<file path="src/hdl/flim_pkg.sv">
// Package for the flow id map with aging: transfer payload types, kind and
// status codes, and the token that travels down the row of table cells.
// No dependencies.
`default_nettype none

package flim_pkg;

  localparam int SRC_KEY_BITS = 48;
  localparam int ID_BITS      = 32;
  localparam int CNT_BITS     = 7;
  // widest key and slot index the cells support
  localparam int TOK_KEY_BITS = 64;
  localparam int TOK_IDX_BITS = 10;

  localparam logic [1:0] KIND_LOCAL  = 2'd0;
  localparam logic [1:0] KIND_REMOTE = 2'd1;
  localparam logic [1:0] KIND_TICK   = 2'd2;

  localparam logic [2:0] ST_TO_REMOTE = 3'd0;
  localparam logic [2:0] ST_TO_LOCAL  = 3'd1;
  localparam logic [2:0] ST_UNKNOWN   = 3'd2;
  localparam logic [2:0] ST_FULL      = 3'd3;
  localparam logic [2:0] ST_TICK      = 3'd4;

  localparam logic [CNT_BITS-1:0] COUNT_MAX = 7'd127;

  typedef struct packed {
    logic [1:0]              kind;
    logic [SRC_KEY_BITS-1:0] src_key;
    logic [ID_BITS-1:0]      stream_id;
    logic [ID_BITS-1:0]      new_id;
  } req_t;

  typedef struct packed {
    logic [2:0]              status;
    logic [ID_BITS-1:0]      out_id;
    logic [SRC_KEY_BITS-1:0] out_key;
    logic [CNT_BITS-1:0]     expired_count;
  } rsp_t;

  // lookup token handed from cell to cell
  typedef struct packed {
    logic                    valid;
    logic [1:0]              kind;
    logic [TOK_KEY_BITS-1:0] key;      // lookup key, or key found
    logic [ID_BITS-1:0]      sid;      // lookup id, or id found
    logic                    hit;
    logic                    free_ok;
    logic [TOK_IDX_BITS-1:0] free_idx; // lowest free slot seen so far
    logic [CNT_BITS-1:0]     count;    // entries freed by a tick
  } tok_t;

endpackage

`default_nettype wire

</file>
<file path="src/hdl/flim_cell.sv">
// One table slot of the flow id map: holds key, id, valid and activity flags,
// and updates the token it passes to the next slot. Depends on flim_pkg.
`default_nettype none

module flim_cell
  import flim_pkg::*;
#(
  parameter int KEY_BITS = 48,
  parameter int IDX      = 0
) (
  input  logic                clk,
  input  logic                rst,
  input  tok_t                tin,
  output tok_t                tout,
  input  logic                ins,
  input  logic [KEY_BITS-1:0] ins_key,
  input  logic [ID_BITS-1:0]  ins_id
);

  logic                valid;
  logic                fwd;
  logic                rev;
  logic [KEY_BITS-1:0] key;
  logic [ID_BITS-1:0]  id;

  logic valid_next;
  logic fwd_next;
  logic rev_next;
  tok_t tout_next;
  logic match_key;
  logic match_id;

  assign match_key = valid && (key == tin.key[KEY_BITS-1:0]);
  assign match_id  = valid && (id == tin.sid);

  // act on the token passing through this slot
  always_comb begin
    valid_next = valid;
    fwd_next   = fwd;
    rev_next   = rev;
    tout_next  = tin;
    if (tin.valid) begin
      unique case (tin.kind)
        KIND_LOCAL: begin
          if (!tin.hit && match_key) begin
            fwd_next      = 1'b1;
            tout_next.hit = 1'b1;
            tout_next.sid = id;
          end
          if (!valid && !tin.free_ok) begin
            tout_next.free_ok  = 1'b1;
            tout_next.free_idx = TOK_IDX_BITS'(IDX);
          end
        end
        KIND_REMOTE: begin
          if (!tin.hit && match_id) begin
            rev_next      = 1'b1;
            tout_next.hit = 1'b1;
            tout_next.key = TOK_KEY_BITS'(key);
          end
        end
        KIND_TICK: begin
          if (valid) begin
            if (fwd || rev) begin
              fwd_next = 1'b0;
              rev_next = 1'b0;
            end else begin
              valid_next = 1'b0;
              if (tin.count != COUNT_MAX) begin
                tout_next.count = tin.count + 1'b1;
              end
            end
          end
        end
        default: begin
        end
      endcase
    end
  end

  // hold slot state; an insert from the top level overrides
  always_ff @(posedge clk) begin
    if (rst) begin
      valid      <= 1'b0;
      fwd        <= 1'b0;
      rev        <= 1'b0;
      tout.valid <= 1'b0;
    end else begin
      tout <= tout_next;
      if (ins) begin
        valid <= 1'b1;
        fwd   <= 1'b1;
        rev   <= 1'b0;
      end else begin
        valid <= valid_next;
        fwd   <= fwd_next;
        rev   <= rev_next;
      end
    end
  end

  // payload of the slot
  always_ff @(posedge clk) begin
    if (ins) begin
      key <= ins_key;
      id  <= ins_id;
    end
  end

endmodule

`default_nettype wire

</file>
<file path="config.mk">
export PLATFORM = sky130hd
export DESIGN_NAME = flim_cell
export DESIGN_NICKNAME = d
export VERILOG_FILES = /design/src/hdl/flim_pkg.sv /design/src/hdl/flim_cell.sv
export SDC_FILE = /design/constraint.sdc
export NUM_CORES = 1
export LEC_CHECK = 0
export ABC_AREA = 1
export BUFFER_PORTS_ARGS = -buffer_cell sky130_fd_sc_hd__buf_4
export CAP_MARGIN = 5
export CORE_MARGIN = 2
export CORE_UTILIZATION = 32
export DETAILED_ROUTE_END_ITERATION = 12
export HOLD_SLACK_MARGIN = 0.12
export PLACE_DENSITY = 0.61
export REMOVE_ABC_BUFFERS = 1
export SLEW_MARGIN = 10
export SYNTH_ARGS = -nofsm -noshare
export SYNTH_HDL_FRONTEND = slang
export SYNTH_SLANG_ARGS = --single-unit
</file>
<file path="constraint.sdc">
create_clock -name clk -period 3.5 [get_ports clk]
set_input_delay 0 -clock clk [delete_from_list [all_inputs] [get_ports clk]]
set_output_delay 0 -clock clk [all_outputs]
set_load 0.02 [all_outputs]
</file>
== Word level (Yosys, flattened, before mapping) ==
Cells that the tools add are included.
Widths: inputs -> output; s select.

* Register bits after elaboration: 201
* Bits of input ports: 201
* Output and inout port bits: 118
* Word-level logic and storage cells: 69

* Add/subtract/negate cells: 1
* Equality and inequality tests: 11
* Multiplexer cells: 26
* Reductions and logical operators: 18

{| class="wikitable"
|+ Operators with widths
! cell !! count
|-
| $mux 64 || 2
|-
| $mux 115 || 1
|-
| $eq 48x48->1 || 1
|-
| $mux 33 || 1
|-
| $eq 32x32->1 || 1
|-
| $mux 32 || 1
|-
| $mux 7 || 4
|-
| $mux 11 || 2
|-
| $mux 1 || 12
|-
| $reduce_and 5->1 || 2
|-
| $ne 3x3->1 const B || 3
|-
| $add 7x1->7 const B || 1
|-
| $ne 7x7->1 const B || 1
|-
| $ne 2x2->1 const B || 3
|-
| $pmux 1 s2 || 3
|-
| $reduce_bool 2->1 || 3
|-
| $logic_and 1x1->1 || 5
|-
| $logic_not 1->1 || 3
|-
| $reduce_bool 3->1 || 1
|-
| $eq 2x1->1 const B || 1
|-
| $eq 2x2->1 const B || 1
|-
| $logic_not 2->1 || 1
|-
| $reduce_and 2->1 || 1
|-
| $reduce_or 2->1 || 1
|-
| $logic_or 1x1->1 || 1
|}

== Logic depth before layout (Yosys ltp) ==
* Depth after elaboration: 7
* Mapped depth: 14
* Depth with buffers taken out: 14

== Worst setup path before layout ==
OpenSTA, ideal clock, no wires.

* Path kind: input port to flip-flop
* Start: input rst
* End: register rev
* Data arrival time: 2.995 ns
* Slack: 0.420 ns
* Stages on the path: 3
* Path buffers: 0
* Cell sequence: inv_1 -> o311ai_0 -> a21oi_1

* Word-level cells in the longest chain between the ends: 1

{| class="wikitable"
|+ Ends and longest elaborated chain
! element !! RTL line !! RTL
|-
| from (decl) || flim_cell.sv:12 || <nowiki>input logic rst,</nowiki>
|-
| $reduce_or 2->1 (no source line) || n/a ||
|-
| to (signal assigned) || flim_cell.sv:97 || <nowiki>rev <= rev_next;</nowiki>
|-
| to (decl) || flim_cell.sv:22 || <nowiki>logic rev;</nowiki>
|}

Every way passes these cells.
A chain may end at the register's enable or synchronous reset.

==> metrics.md <==
| Metric | Value |
|---|---|
| FF-to-FF End | `tout[3]` |
| CP Capture Type | `register` |
| Nets | `approximately 1700` |
| Top post-synthesis cells by count | `nand2_1 (275), edfxtp_1 (197), inv_1 (171), nor2_1 (128), a21oi_2 (44)` |
| WP data required | `about 3.8 ns` |
| Worst vdd ir | `between 0.3 and 0.4 mV` |
| Detailed placement HPWL | `roughly 20000 um` |
| Setup ws final | `1.10 ns` |
| Drt wl/cell | `approximately 15 um` |
| TritonCTS sink count | `roughly 200` |
| FF-to-FF Start | `valid` |
| Ys Warns | `0` |
| Startpoint Class | `register` |
| Drt first pass iters | `5` |
| Synth Area in Adders | `0.131%` |
| Fin crit share | `68.7%` |
| Core Area | `~0.029 mm2` |
| Hold Path Origin | `ins` |
| Top-count cell post-synth | `nand2_1` |
| Insertion delay to the later sink of the worst-skew pair | `between 0.5 and 0.6 ns` |
| Worst Max-Slew Pin Slew | `a little over 1 ns` |
| Remaining DRCs | `0` |
| Leak pwr | `about 7.1 nW` |
| RSZ-0062 raised after global routing | `no` |
| EDFF count, synth | `between 150 and 200` |
| Largest cells by area after synthesis | `edfxtp_1 (62%), nand2_1 (11%), inv_1 (6.7%)` |
| Worst-path cell chain | `inv_2 > nor3_1 > nand2_1 > nor2_2 > inv_1 > nor2_1 > xor2_1 > dlygate4sd3_1` |
| Synth Area in Simple Gates | `roughly 18%` |
| Die area | `just over 0.03 mm2` |
| # port buffers | `318` |
| Compound-cell area share of the yosys netlist | `between 7 and 8%` |
| Seq/Total Area, Yosys | `between 60% and 70%` |
| Hold path depth | `1` |
| Post-synthesis instance total | `slightly below 1000` |
| FP Rows | `63` |
| Routed Antenna Nets | `0` |
| Worst Reg-to-Reg Cells | `8` |
| Vias | `between 8000 and 9000` |
| Clk_skew | `between 0.01 and 0.015 ns` |
| Share of cells above drive strength 1 | `between 20% and 30%` |
| Initial Util | `roughly 32%` |
| Slew Viols, Final | `0` |
| Seq pwr share | `44.6%` |
| Post-synthesis mux area share | `0%` |
| Clock-pin slew on the worst setup and hold paths | `0.06 ns` |
| Post-route cell area | `~0.015 mm2` |
| Die width | `~180 um` |
| Fillers | `2600` |
| Die Height | `roughly 180 um` |
| Number of global-route vias before repair | `~8400` |
| Min Hold Slack | `roughly 0.13 ns` |
| Final Hold Violating Endpoints | `0` |
| Synth cell types | `33` |
| Peak Freq | `approximately 0.42 GHz` |
| GRT Overall Usage | `between 10% and 20%` |
| Asr flop ratio synth | `0%` |
| Main combinational cell family by area after synthesis | `simple AND/OR/NAND/NOR gates` |
| Predominant post-synthesis flop cell | `edfxtp_1` |
| Root Driver | `clkbuf_16` |
| 1st-iter DRT viols | `425` |
| CTS buffer count | `24` |
| Worst path slowest cell | `dlygate4sd3_1` |
| Sw frac | `around a quarter` |
| Largest net degree at the start of global routing | `113` |
| First-pass GRT wire length | `44100 um` |
| Synthesized area per cell | `~9.7 um2` |
| Vias/cell | `roughly 4.3` |
| CP max FO | `5` |
| Placed inst area | `~0.012 mm2` |
| P&R area growth vs syn | `60.2%` |
| Total of max-cap violations | `0` |
| P_sw | `0.00161 W` |
| Max stage delay on crit path | `between 0.5 and 0.6 ns` |
| Slew headroom | `about a third` |
| Utilization after layout | `51.8%` |
| Pre-CTS setup slack | `around 1.3 ns` |
| Area share of the largest cell type after synthesis | `approximately 62%` |
| Reg2Reg Setup Slack | `1.10 ns` |
| CTS tree | `done` |
| H-tree Lvls | `1` |
| Worst setup path class | `register to register` |
| Synthesized flop and latch total | `around 200` |
| Synth area leader | `edfxtp_1` |
| Clk network pwr share | `approximately two fifths` |
| Cell area after synthesis | `about 0.0095 mm2` |
| Outcome | `completed` |
| Antenna violations before repair | `0` |
| Internal Power | `~0.005 W` |
| Xor/xnor share of the synthesized area | `2.48%` |
| Top Ports | `approximately 320` |
| Worst Path Arrival | `roughly 2.7 ns` |
| Grt ovf | `0` |
| CTS-repair resized insts | `0` |
| Placer Congestion | `around 0.8` |
| P per Cell Area | `between 400 and 500 mW/mm2` |
| Hold Crit Endpoint | `key[29]` |
| Final setup vio count | `0` |
| Clock buffer depth | `3` |
| Gate power share | `between 10% and 20%` |
| Routed WL | `around 29000 um` |
| Min-delay worst type | `input pin to register` |
| Min Tclk post-route | `approximately 2.4 ns` |
-- power groups by stage --
stage / clock network, W / logic [W] / registers, W
2_1_floorplan: 0 / 0.000284 / 0.00312
3_3_place_gp: 0 / 0.000897 / 0.00298
3_5_place_dp: 0 / 0.000905 / 0.00299
4_1_cts: 0.00262 / 0.00111 / 0.00294
5_1_grt: 0.00272 / 0.00120 / 0.00296
6_report: 0.00256 / 0.00110 / 0.00294
-- critical path, delay by kind of cell (launching register included) --
kind | cells | cell delay, ns
buf+inv | 3 | 0.75
flops | 1 | 0.39
simple gates | 4 | 0.93
xor+xnor | 1 | 0.08
-- per-stage QoR --
stage	instances	setup TNS [ns]	total power, W
after global routing	1928	0	0.00688
after detailed placement	1676	0	0.00390
final	1929	0	0.00660
after global placement	1676	0	0.00388
after floorplan	961	-16.35	0.00340
after CTS	1928	0	0.00667
-- logic make-up (layout without fill, tap and decap cells) --
group / count (synthesis) / in the layout
fa+ha+maj: 1 / 1
other cells: 0 / 1
xor+xnor: 27 / 27
buf+inv: 198 / 757
simple gates: 441 / 441
flops: 201 / 201
compound gates: 111 / 111
-- cells in the final DEF, fill, tap and decap left out, types with 9 or more instances in the layout --
cell	netlist	layout
a21oi_1	9	9
o21ai_0	31	31
clkbuf_16	0	25
nor2_1	128	128
o21ai_1	21	21
nand3_1	16	16
xnor2_1	17	17
dlygate4sd3_1	0	212
xor2_1	10	10
a21oi_2	44	44
buf_4	0	324
nand2_1	275	275
edfxtp_1	197	197
inv_1	171	170
-- worst max-delay path by stage --
| stage | startpoint | to | slack, ns | cells after the start |
|---|---|---|---|---|
| 3_5_place_dp | key[32] | tout[27] | 1.26 | 11 |
| 5_1_grt | valid | tout[3] | 0.91 | 8 |
| 4_1_cts | valid | tout[3] | 1.08 | 8 |
| 3_3_place_gp | key[32] | tout[23] | 1.29 | 11 |
| 6_report | valid | tout[3] | 1.10 | 8 |
| 2_1_floorplan | id[26] | tout[51] | -0.32 | 10 |
-- routing by layer --
metal | GRT usage, % | part of all wire (%) | vias to the layer above
met5 | 0 | 0 | -
met4 | 5.89 | 2.9 | 0
met3 | 3.06 | 5.5 | 53
met2 | 32.9 | 50 | 252
met1 | 22.2 | 41 | 3813
li1 | - | - | 4227
-- final cells by class --
class                           count  area [um2]  share of cell area (%)
Tap cell                          390         488                    3.20
Multi-Input combinational cell    580        2740                    17.9
Sequential cell                   201        6000                    39.3
Clock inverter                     12         156                    1.02
Antenna cell                        1        2.50                  0.0164
Timing Repair Buffer              537        4570                    30.0
Clock buffer                       28         637                    4.17
Inverter                          180         678                    4.44
-- state kept, by name (all words and copies together) (netlist names) --
signal  flops
fwd         1
tout      118
rev         1
id         32
valid       1
key        48
-- timing repair --
| item | in CTS | in global routing |
|---|---|---|
| buffers inserted | 0 | 0 |
| hold buffers | 212 | 0 |
| endpoints found under the hold margin | 201 | 0 |
(Power assumes the default switching activity.)
